===== config.mk =====
export PLATFORM = sky130hd
export DESIGN_NAME = latency_tagged_reorder_buffer_core
export DESIGN_NICKNAME = d
export VERILOG_FILES = /design/src/hw/rtl/ltrob_pkg.sv /design/src/hw/rtl/ltrob_cell.sv /design/src/hw/rtl/latency_tagged_reorder_buffer_core.sv
export VERILOG_INCLUDE_DIRS = /design/src /design/src/hw/rtl
export SDC_FILE = /design/constraint.sdc
export NUM_CORES = 2
export LEC_CHECK = 0
export BUFFER_PORTS_ARGS = -buffer_cell sky130_fd_sc_hd__buf_2
export CORE_AREA = 2 2 344 346
export CTS_BUF_LIST = sky130_fd_sc_hd__clkbuf_4
export CTS_CLUSTER_SIZE = 20
export DETAILED_ROUTE_END_ITERATION = 8
export DIE_AREA = 0 0 346 348
export SYNTH_ARGS = -nofsm -noshare
export SYNTH_HDL_FRONTEND = slang
export SYNTH_SLANG_ARGS = --single-unit

===== constraint.sdc =====
create_clock -name clk -period 10.8 [get_ports clk]
set_input_delay 2.16 -clock clk [delete_from_list [all_inputs] [get_ports clk]]
set_output_delay 2.16 -clock clk [all_outputs]
set_load 0.01 [all_outputs]

===== src/hw/rtl/latency_tagged_reorder_buffer_core_defines.svh =====
// Assertion macros for the reorder buffer core.
// Both macros sample on clk and are disabled while rst_n is low.
`ifndef LATENCY_TAGGED_REORDER_BUFFER_CORE_DEFINES_SVH
`define LATENCY_TAGGED_REORDER_BUFFER_CORE_DEFINES_SVH

`ifndef ASSERT_OFF
`define LTROB_ASSERT_SAME(lbl, cond, expr) \
    lbl: assert property (@(posedge clk) disable iff (!rst_n) (cond) |-> (expr)) \
        else $error("ltrob assertion failed");
`define LTROB_ASSERT_NEXT(lbl, cond, expr) \
    lbl: assert property (@(posedge clk) disable iff (!rst_n) (cond) |=> (expr)) \
        else $error("ltrob assertion failed");
`else
`define LTROB_ASSERT_SAME(lbl, cond, expr)
`define LTROB_ASSERT_NEXT(lbl, cond, expr)
`endif

`endif


===== src/hw/rtl/ltrob_pkg.sv =====
`timescale 1ns / 1ps
package ltrob_pkg;

    localparam int DEPTH        = 16;
    localparam int ID_BITS      = 8;
    localparam int CH_BITS      = 4;
    localparam int DELAY_BITS   = 10;
    localparam int PAYLOAD_BITS = 32;
    localparam int CAP_W        = 5;
    localparam int OCC_W        = 5;
    localparam int CNT_W        = $clog2(DEPTH + 1);
    localparam logic [CAP_W-1:0] CAP_RESET = CAP_W'(16);

    typedef enum logic [2:0] {
        FN_PUSH       = 3'd0,
        FN_POP_HEAD   = 3'd1,
        FN_POP_ID     = 3'd2,
        FN_POP_ID_CH  = 3'd3,
        FN_TICK       = 3'd4,
        FN_FIND_ID    = 3'd5,
        FN_FIND_ID_CH = 3'd6,
        FN_CLEAR      = 3'd7
    } func_t;

    typedef enum logic [2:0] {
        ST_OK        = 3'd0,
        ST_FULL      = 3'd1,
        ST_EMPTY     = 3'd2,
        ST_NOT_READY = 3'd3,
        ST_NO_MATCH  = 3'd4
    } status_t;

    typedef struct packed {
        func_t                   func;
        logic [ID_BITS-1:0]      txn_id;
        logic [CH_BITS-1:0]      mem_channel;
        logic [DELAY_BITS-1:0]   delay_ticks;
        logic [PAYLOAD_BITS-1:0] payload_in;
    } cmd_t;

    typedef struct packed {
        status_t                 status;
        logic [PAYLOAD_BITS-1:0] payload_out;
        logic [ID_BITS-1:0]      found_id;
        logic [CH_BITS-1:0]      found_channel;
        logic [OCC_W-1:0]        occupancy;
        logic                    is_empty;
        logic                    is_full;
    } result_t;

    typedef struct packed {
        logic [ID_BITS-1:0]      id;
        logic [CH_BITS-1:0]      ch;
        logic [DELAY_BITS-1:0]   delay;
        logic [PAYLOAD_BITS-1:0] payload;
    } entry_t;

    typedef struct packed {
        logic               match_en;
        logic               use_ch;
        logic               remove;
        logic               tick;
        logic [ID_BITS-1:0] key_id;
        logic [CH_BITS-1:0] key_ch;
    } cell_ctrl_t;

endpackage


===== src/hw/rtl/ltrob_cell.sv =====
`timescale 1ns / 1ps
module ltrob_cell (
    input  logic                   clk,
    input  ltrob_pkg::cell_ctrl_t  ctrl,
    input  logic                   in_use,
    input  logic                   load,
    input  ltrob_pkg::entry_t      load_entry,
    input  ltrob_pkg::entry_t      next_entry,
    input  logic                   hit_in,
    output ltrob_pkg::entry_t      entry,
    output logic                   hit_out,
    output logic                   hit_here
);

    ltrob_pkg::entry_t entry_reg;
    ltrob_pkg::entry_t entry_next;
    logic              match;

    assign match = ctrl.match_en && in_use && (entry_reg.id == ctrl.key_id)
                   && (!ctrl.use_ch || (entry_reg.ch == ctrl.key_ch));
    assign hit_out  = hit_in || match;
    assign hit_here = match && !hit_in;
    assign entry    = entry_reg;

    always_comb
    begin
        entry_next = entry_reg;
        if (load)
        begin
            entry_next = load_entry;
        end
        else if (ctrl.remove && hit_out)
        begin
            // close the gap: take the younger neighbor's entry
            entry_next = next_entry;
        end
        else if (ctrl.tick && (entry_reg.delay != '0))
        begin
            entry_next.delay = entry_reg.delay - 1'b1;
        end
    end

    always_ff @(posedge clk)
    begin
        entry_reg <= entry_next;
    end

endmodule


===== src/hw/rtl/latency_tagged_reorder_buffer_core.sv =====
`timescale 1ns / 1ps
// The result is strobed on done in the cycle after start is taken.
// Throughput: one transaction per cycle; every cell matches and shifts in parallel.
// busy stays low; the result receiver cannot stall, so nothing holds the block off.
// Reset (rst_n low, asynchronous): occupancy 0, capacity limit 16, done low.
// Entry contents are not reset; only slots below the occupancy are ever read.
`include "latency_tagged_reorder_buffer_core_defines.svh"
module latency_tagged_reorder_buffer_core (
    input  logic                               clk,
    input  logic                               rst_n,
    input  logic                               start,
    output logic                               busy,
    input  ltrob_pkg::cmd_t                    cmd,
    output logic                               done,
    output ltrob_pkg::result_t                 result,
    input  logic                               cfg_valid,
    output logic                               cfg_ready,
    input  logic [ltrob_pkg::CAP_W-1:0]        cfg_data
);

    logic [ltrob_pkg::CAP_W-1:0] cap_reg;
    logic [ltrob_pkg::CNT_W-1:0] fill_reg;
    logic [ltrob_pkg::CNT_W-1:0] fill_next;
    logic                        done_reg;
    ltrob_pkg::result_t          res_reg;
    ltrob_pkg::result_t          res_next;

    logic                        accept;
    logic [ltrob_pkg::CNT_W-1:0] lim;
    ltrob_pkg::cell_ctrl_t       ctrl;
    logic                        remove_en;
    ltrob_pkg::entry_t           load_entry;
    ltrob_pkg::entry_t           entries [ltrob_pkg::DEPTH];
    ltrob_pkg::entry_t           sel_entry;
    logic [ltrob_pkg::DEPTH:0]   hit_chain;
    logic [ltrob_pkg::DEPTH-1:0] hit_here;
    logic [ltrob_pkg::DEPTH-1:0] load;
    logic [ltrob_pkg::DEPTH-1:0] in_use;
    logic                        push_ok;
    logic                        found;
    logic                        is_empty_now;

    assign busy      = 1'b0;
    assign cfg_ready = 1'b1;
    assign accept    = start && !busy;
    assign done      = done_reg;
    assign result    = res_reg;

    always_comb
    begin
        if (int'(cap_reg) > ltrob_pkg::DEPTH)
        begin
            lim = ltrob_pkg::CNT_W'(ltrob_pkg::DEPTH);
        end
        else
        begin
            lim = ltrob_pkg::CNT_W'(cap_reg);
        end
    end

    assign is_empty_now = (fill_reg == '0);
    assign push_ok      = accept && (cmd.func == ltrob_pkg::FN_PUSH) && (fill_reg < lim);

    assign load_entry.id      = cmd.txn_id;
    assign load_entry.ch      = cmd.mem_channel;
    assign load_entry.delay   = cmd.delay_ticks;
    assign load_entry.payload = cmd.payload_in;

    assign ctrl.key_id   = cmd.txn_id;
    assign ctrl.key_ch   = cmd.mem_channel;
    assign ctrl.use_ch   = (cmd.func == ltrob_pkg::FN_POP_ID_CH)
                           || (cmd.func == ltrob_pkg::FN_FIND_ID_CH);
    assign ctrl.match_en = (cmd.func == ltrob_pkg::FN_POP_ID)
                           || (cmd.func == ltrob_pkg::FN_POP_ID_CH)
                           || (cmd.func == ltrob_pkg::FN_FIND_ID)
                           || (cmd.func == ltrob_pkg::FN_FIND_ID_CH);
    assign ctrl.tick     = accept && (cmd.func == ltrob_pkg::FN_TICK);
    assign ctrl.remove   = remove_en;

    // head pop forces the whole row to shift from slot 0 upward
    assign hit_chain[0] = (cmd.func == ltrob_pkg::FN_POP_HEAD);
    assign found        = hit_chain[ltrob_pkg::DEPTH];

    always_comb
    begin
        remove_en = 1'b0;
        if (accept && !is_empty_now)
        begin
            case (cmd.func)
                ltrob_pkg::FN_POP_HEAD:
                begin
                    remove_en = (entries[0].delay == '0);
                end
                ltrob_pkg::FN_POP_ID, ltrob_pkg::FN_POP_ID_CH:
                begin
                    remove_en = found;
                end
                default:
                begin
                    remove_en = 1'b0;
                end
            endcase
        end
    end

    for (genvar i = 0; i < ltrob_pkg::DEPTH; i++)
    begin : g_cell
        ltrob_pkg::entry_t next_entry;

        assign in_use[i] = (ltrob_pkg::CNT_W'(i) < fill_reg);
        assign load[i]   = push_ok && (fill_reg == ltrob_pkg::CNT_W'(i));

        if (i == ltrob_pkg::DEPTH - 1)
        begin : g_last
            assign next_entry = entries[i];
        end
        else
        begin : g_mid
            assign next_entry = entries[i+1];
        end

        ltrob_cell u_cell (
            .clk        (clk),
            .ctrl       (ctrl),
            .in_use     (in_use[i]),
            .load       (load[i]),
            .load_entry (load_entry),
            .next_entry (next_entry),
            .hit_in     (hit_chain[i]),
            .entry      (entries[i]),
            .hit_out    (hit_chain[i+1]),
            .hit_here   (hit_here[i])
        );
    end

    always_comb
    begin
        sel_entry = '0;
        for (int i = 0; i < ltrob_pkg::DEPTH; i++)
        begin
            sel_entry = sel_entry | ({$bits(ltrob_pkg::entry_t){hit_here[i]}} & entries[i]);
        end
    end

    always_comb
    begin
        res_next               = '0;
        res_next.status        = ltrob_pkg::ST_OK;
        fill_next              = fill_reg;
        case (cmd.func)
            ltrob_pkg::FN_PUSH:
            begin
                if (fill_reg >= lim)
                begin
                    res_next.status = ltrob_pkg::ST_FULL;
                end
                else
                begin
                    fill_next = fill_reg + 1'b1;
                end
            end
            ltrob_pkg::FN_POP_HEAD:
            begin
                if (is_empty_now)
                begin
                    res_next.status = ltrob_pkg::ST_EMPTY;
                end
                else if (entries[0].delay != '0)
                begin
                    res_next.status = ltrob_pkg::ST_NOT_READY;
                end
                else
                begin
                    res_next.payload_out   = entries[0].payload;
                    res_next.found_id      = entries[0].id;
                    res_next.found_channel = entries[0].ch;
                    fill_next              = fill_reg - 1'b1;
                end
            end
            ltrob_pkg::FN_POP_ID, ltrob_pkg::FN_POP_ID_CH:
            begin
                if (is_empty_now)
                begin
                    res_next.status = ltrob_pkg::ST_EMPTY;
                end
                else if (!found)
                begin
                    res_next.status = ltrob_pkg::ST_NO_MATCH;
                end
                else
                begin
                    res_next.payload_out   = sel_entry.payload;
                    res_next.found_id      = sel_entry.id;
                    res_next.found_channel = sel_entry.ch;
                    fill_next              = fill_reg - 1'b1;
                end
            end
            ltrob_pkg::FN_FIND_ID, ltrob_pkg::FN_FIND_ID_CH:
            begin
                if (!found)
                begin
                    res_next.status = ltrob_pkg::ST_NO_MATCH;
                end
                else
                begin
                    res_next.payload_out   = sel_entry.payload;
                    res_next.found_id      = sel_entry.id;
                    res_next.found_channel = sel_entry.ch;
                end
            end
            ltrob_pkg::FN_CLEAR:
            begin
                fill_next = '0;
            end
            default:
            begin
                fill_next = fill_reg;
            end
        endcase
        res_next.occupancy = ltrob_pkg::OCC_W'(fill_next);
        res_next.is_empty  = (fill_next == '0);
        res_next.is_full   = (fill_next >= lim);
    end

    always_ff @(posedge clk or negedge rst_n)
    begin
        if (!rst_n)
        begin
            cap_reg  <= ltrob_pkg::CAP_RESET;
            fill_reg <= '0;
            done_reg <= 1'b0;
        end
        else
        begin
            if (cfg_valid && cfg_ready)
            begin
                cap_reg <= cfg_data;
            end
            if (accept)
            begin
                fill_reg <= fill_next;
            end
            done_reg <= accept;
        end
    end

    always_ff @(posedge clk)
    begin
        if (accept)
        begin
            res_reg <= res_next;
        end
    end

    `LTROB_ASSERT_SAME(a_fill_bound, 1'b1, fill_reg <= ltrob_pkg::CNT_W'(ltrob_pkg::DEPTH))
    `LTROB_ASSERT_NEXT(a_done_follows, accept, done_reg)
    `LTROB_ASSERT_SAME(a_occ_tracks, done_reg, res_reg.occupancy == ltrob_pkg::OCC_W'(fill_reg))
    `LTROB_ASSERT_NEXT(a_push_grows, push_ok, fill_reg == $past(fill_reg) + 1'b1)
    `LTROB_ASSERT_SAME(a_fail_zero, done_reg && (res_reg.status != ltrob_pkg::ST_OK), res_reg.payload_out == '0)

endmodule

==> metrics.md <==
| Metric | Value |
|---|---|
| Via-per-instance ratio | `5.94` |
| Share of cells above drive strength 1 | `0.168` |
| F_max | `approximately 160 MHz` |
| Critical path depth | `12` |
| Antenna viol nets, final | `0` |
| CP startpoint kind | `primary input` |
| Critical path's slowest cell | `nor3_4` |
| Hold Crit Depth | `2` |
| Post-DP HPWL | `~100000 um` |
| Total Wirelength | `approximately 180000 um` |
| GRT Total Usage | `0.291` |
| Remaining DRCs | `0` |
| Area contributors post-synth | `edfxtp_1 (54%), nand2_1 (14%), mux2_2 (3.2%)` |
| Worst Setup SP | `cmd[56]` |
| Final hold vios | `0` |
| Clk_skew | `between 100 and 150 ps` |
| HP Start | `g_cell[14].u_cell.entry[7]$_DFFE_PP_` |
| Top post-synthesis cells by count | `nand2_1 (1893), edfxtp_1 (918), clkbuf_1 (300), nor2_1 (173)` |
| Core Util, Final | `0.477` |
| Global-route wire length before repair | `261000 um` |
| Synthesized area | `50900 um2` |
| Synth cell types | `88` |
| CP endpoint kind | `register` |
| Power Internal | `5.88 mW` |
| Synth Flop Type | `edfxtp_1` |
| Cts-stage hold buffer count | `0` |
| Worst Hold Class | `register to register` |
| Post-synth EDFFs | `just over 900` |
| Critical Path Most Common Cell | `buf_4` |
| Clk slew on worst S/H paths | `60 ps` |
| Post-synthesis register bit count | `approximately 930` |
| Root buffer cell | `clkbuf_4` |
| FILL cells | `10900` |
| Worst skew pair latency | `1300 ps` |
| Met1 global-route usage | `0.386` |
| DR vias | `41200` |
| Hold Slack | `approximately 500 ps` |
| Yosys top cell area share | `0.542` |
| Actual slew at the worst max-slew pin | `1290 ps` |
| Mapped Avg Cell Area | `9.89 um2` |
| CP top delay family | `simple AND/OR/NAND/NOR gates` |
| Syn_nets | `5240` |
| Max cap viols | `0` |
| Worst-path fanout max | `43` |
| Critical path buffer and inverter count | `3` |
| Cts repair resizes | `0` |
| P_sw | `2.04 mW` |
| Vias in the first global route | `40000` |
| Status | `finished clean` |
| Grt ovf | `0` |
| Sw frac | `0.257` |
| Starting density of the core | `0.435` |
| Register area share after synthesis | `0.547` |
| Tcrit/Tclk final | `0.574` |
| Crit Path Category | `primary input to register` |
| CTS sink count | `929` |
| Max reg flops | `864` |
| TritonRoute pass-1 iters | `8` |
| Clock Tree Buf Depth | `4` |
| Syn Inst Count | `about 5100` |
| Yosys warns | `0` |
| Die X | `346 um` |
| Final Cell Area | `55800 um2` |
| Die height | `approximately 350 um` |
| Seq pwr share | `0.513` |
| Maximum single-stage delay on the critical path | `810 ps` |
| Core area | `117000 um2` |
| Max transition margin | `0.133` |
| Row cnt | `126` |
| Clk pwr share | `0.416` |
| PwrDens | `142 nW/um2` |
| Largest net degree at the start of global routing | `66` |
| Crit-path cells | `buf_2, xor2_1, and2_1, o41ai_2, or4b_1, nand4b_1, or3_2, buf_4, nor3_4, buf_4, a22oi_1, a31oi_1` |
| Post-synth top area cell | `edfxtp_1` |
| Synth-to-Final Area Change | `9.60%` |
| GRT busiest layer | `met2` |
| Arr. time, crit path | `7230 ps` |
| Register Area | `27800 um2` |
| Min Clock Period, post-route | `6200 ps` |
| Initial antenna violation count | `15` |
| Worst IR Drop VDD | `95.9 uV` |
| Nets@finish | `5323` |
| RePlAce Congestion | `0.949` |
| Postcts setup bufs | `0` |
| Post-synth ARST share | `0.0118` |
| Footprint of the multi-input gates | `21400 um2` |
| Dpl cell area | `52500 um2` |
| Setup violations, final | `0` |
| Htree depth | `5` |
| Initial DRC count | `5374` |
| Drt wl/cell | `25.8 um` |
| Comb power frac | `0.071` |
| Num CTS Buffers | `279` |
| I/O pin total | `~120` |
| GR Util met2 | `0.455` |
| RR Startpoint | `fill_reg[1]$_DFFE_PN0P_` |
| Most common cell in the netlist | `nand2_1` |
| M3 GR Usage | `0.0713` |
| Max Slew Vio Count | `0` |
| R2R depth | `11` |
| Leakage | `21.0 nW` |
| RSZ-0062 raised after global routing | `no` |
| Port bufs | `120` |
| Die area | `120000 um2` |
| Critical path data required time | `11830 ps` |
| Setup TNS | `0 ps` |
| CTS tree | `built` |
final cells by class:
class	count	area share
clock buffers	399	0.0537
well taps	1536	0.0345
multi-input cells	3770	0.384
clock inverters	43	0.00392
diodes	9	0.000404
flip-flops and latches	929	0.499
inverters	52	0.00350
repair buffers	195	0.0209
cell families (layout without fill, tap and decap cells):
logic type / count (synthesis) / in the layout / synth area share
mux: 229 / 229 / 0.0486
simple gates: 2449 / 2449 / 0.200
compound gates: 755 / 755 / 0.107
fa+ha+maj: 30 / 30 / 0.00737
flops: 929 / 929 / 0.547
other cells: 2 / 11 / 0.000148
xor+xnor: 305 / 305 / 0.0525
buf+inv: 445 / 689 / 0.0377
per-stage QoR:
stage	std cells	setup WS (ps)	power (mW)
6_report	6933	4600	7.92
5_1_grt	6932	4450	8.20
4_1_cts	6924	4740	7.95
3_5_place_dp	6482	3490	4.68
3_3_place_gp	6482	3520	4.68
2_1_floorplan	5144	3750	4.46
layer usage:
metal	share of wire	routed length, um	vias to the layer above
met1	0.39	70100	19700
met2	0.45	80000	2580
li1	-	-	18400
met5	0.00018	33	-
met3	0.12	21300	505
met4	0.040	7060	6
placed cells by master (no fill, tap or decap), types with 50 or more instances in the layout:
| master | count |
|---|---|
| nor2_1 | 165 |
| a21oi_1 | 155 |
| mux2_2 | 144 |
| a31oi_1 | 54 |
| clkbuf_4 | 399 |
| mux2i_1 | 84 |
| and3_1 | 50 |
| xor2_1 | 149 |
| xnor2_1 | 156 |
| nand3_1 | 61 |
| edfxtp_1 | 918 |
| buf_2 | 119 |
| inv_1 | 51 |
| o21ai_0 | 142 |
| a22oi_1 | 130 |
| nand2_1 | 1873 |
| buf_4 | 76 |
path summary, 6_finish.rpt:
path | endpoint | slack (ps)
worst max-delay path | result[7]$_DFFE_PP_ | 4600
worst min-delay path | g_cell[13].u_cell.entry[7]$_DFFE_PP_ | 510
worst max register to register | g_cell[4].u_cell.entry[8]$_DFFE_PP_ | 4900
worst min register to register | g_cell[13].u_cell.entry[7]$_DFFE_PP_ | 510
max in group asynchronous | cap_reg[4]$_DFFE_PN1P_ | 9720
min in group asynchronous | cap_reg[3]$_DFFE_PN0P_ | 800
power by group through the flow:
stage / logic (mW) / registers (mW) / clock network (mW)
2_1_floorplan: 0.350 / 4.11 / 0
6_report: 0.563 / 4.06 / 3.30
3_3_place_gp: 0.540 / 4.14 / 0
4_1_cts: 0.550 / 4.06 / 3.34
5_1_grt: 0.605 / 4.06 / 3.53
3_5_place_dp: 0.548 / 4.13 / 0
tightest hold or removal path: stages, from the launching register on:
cell and delay [ps]:
edfxtp_1 340, nand2_1 50, nand2_1 60
Note: power is estimated with default switching activity, not from simulation.
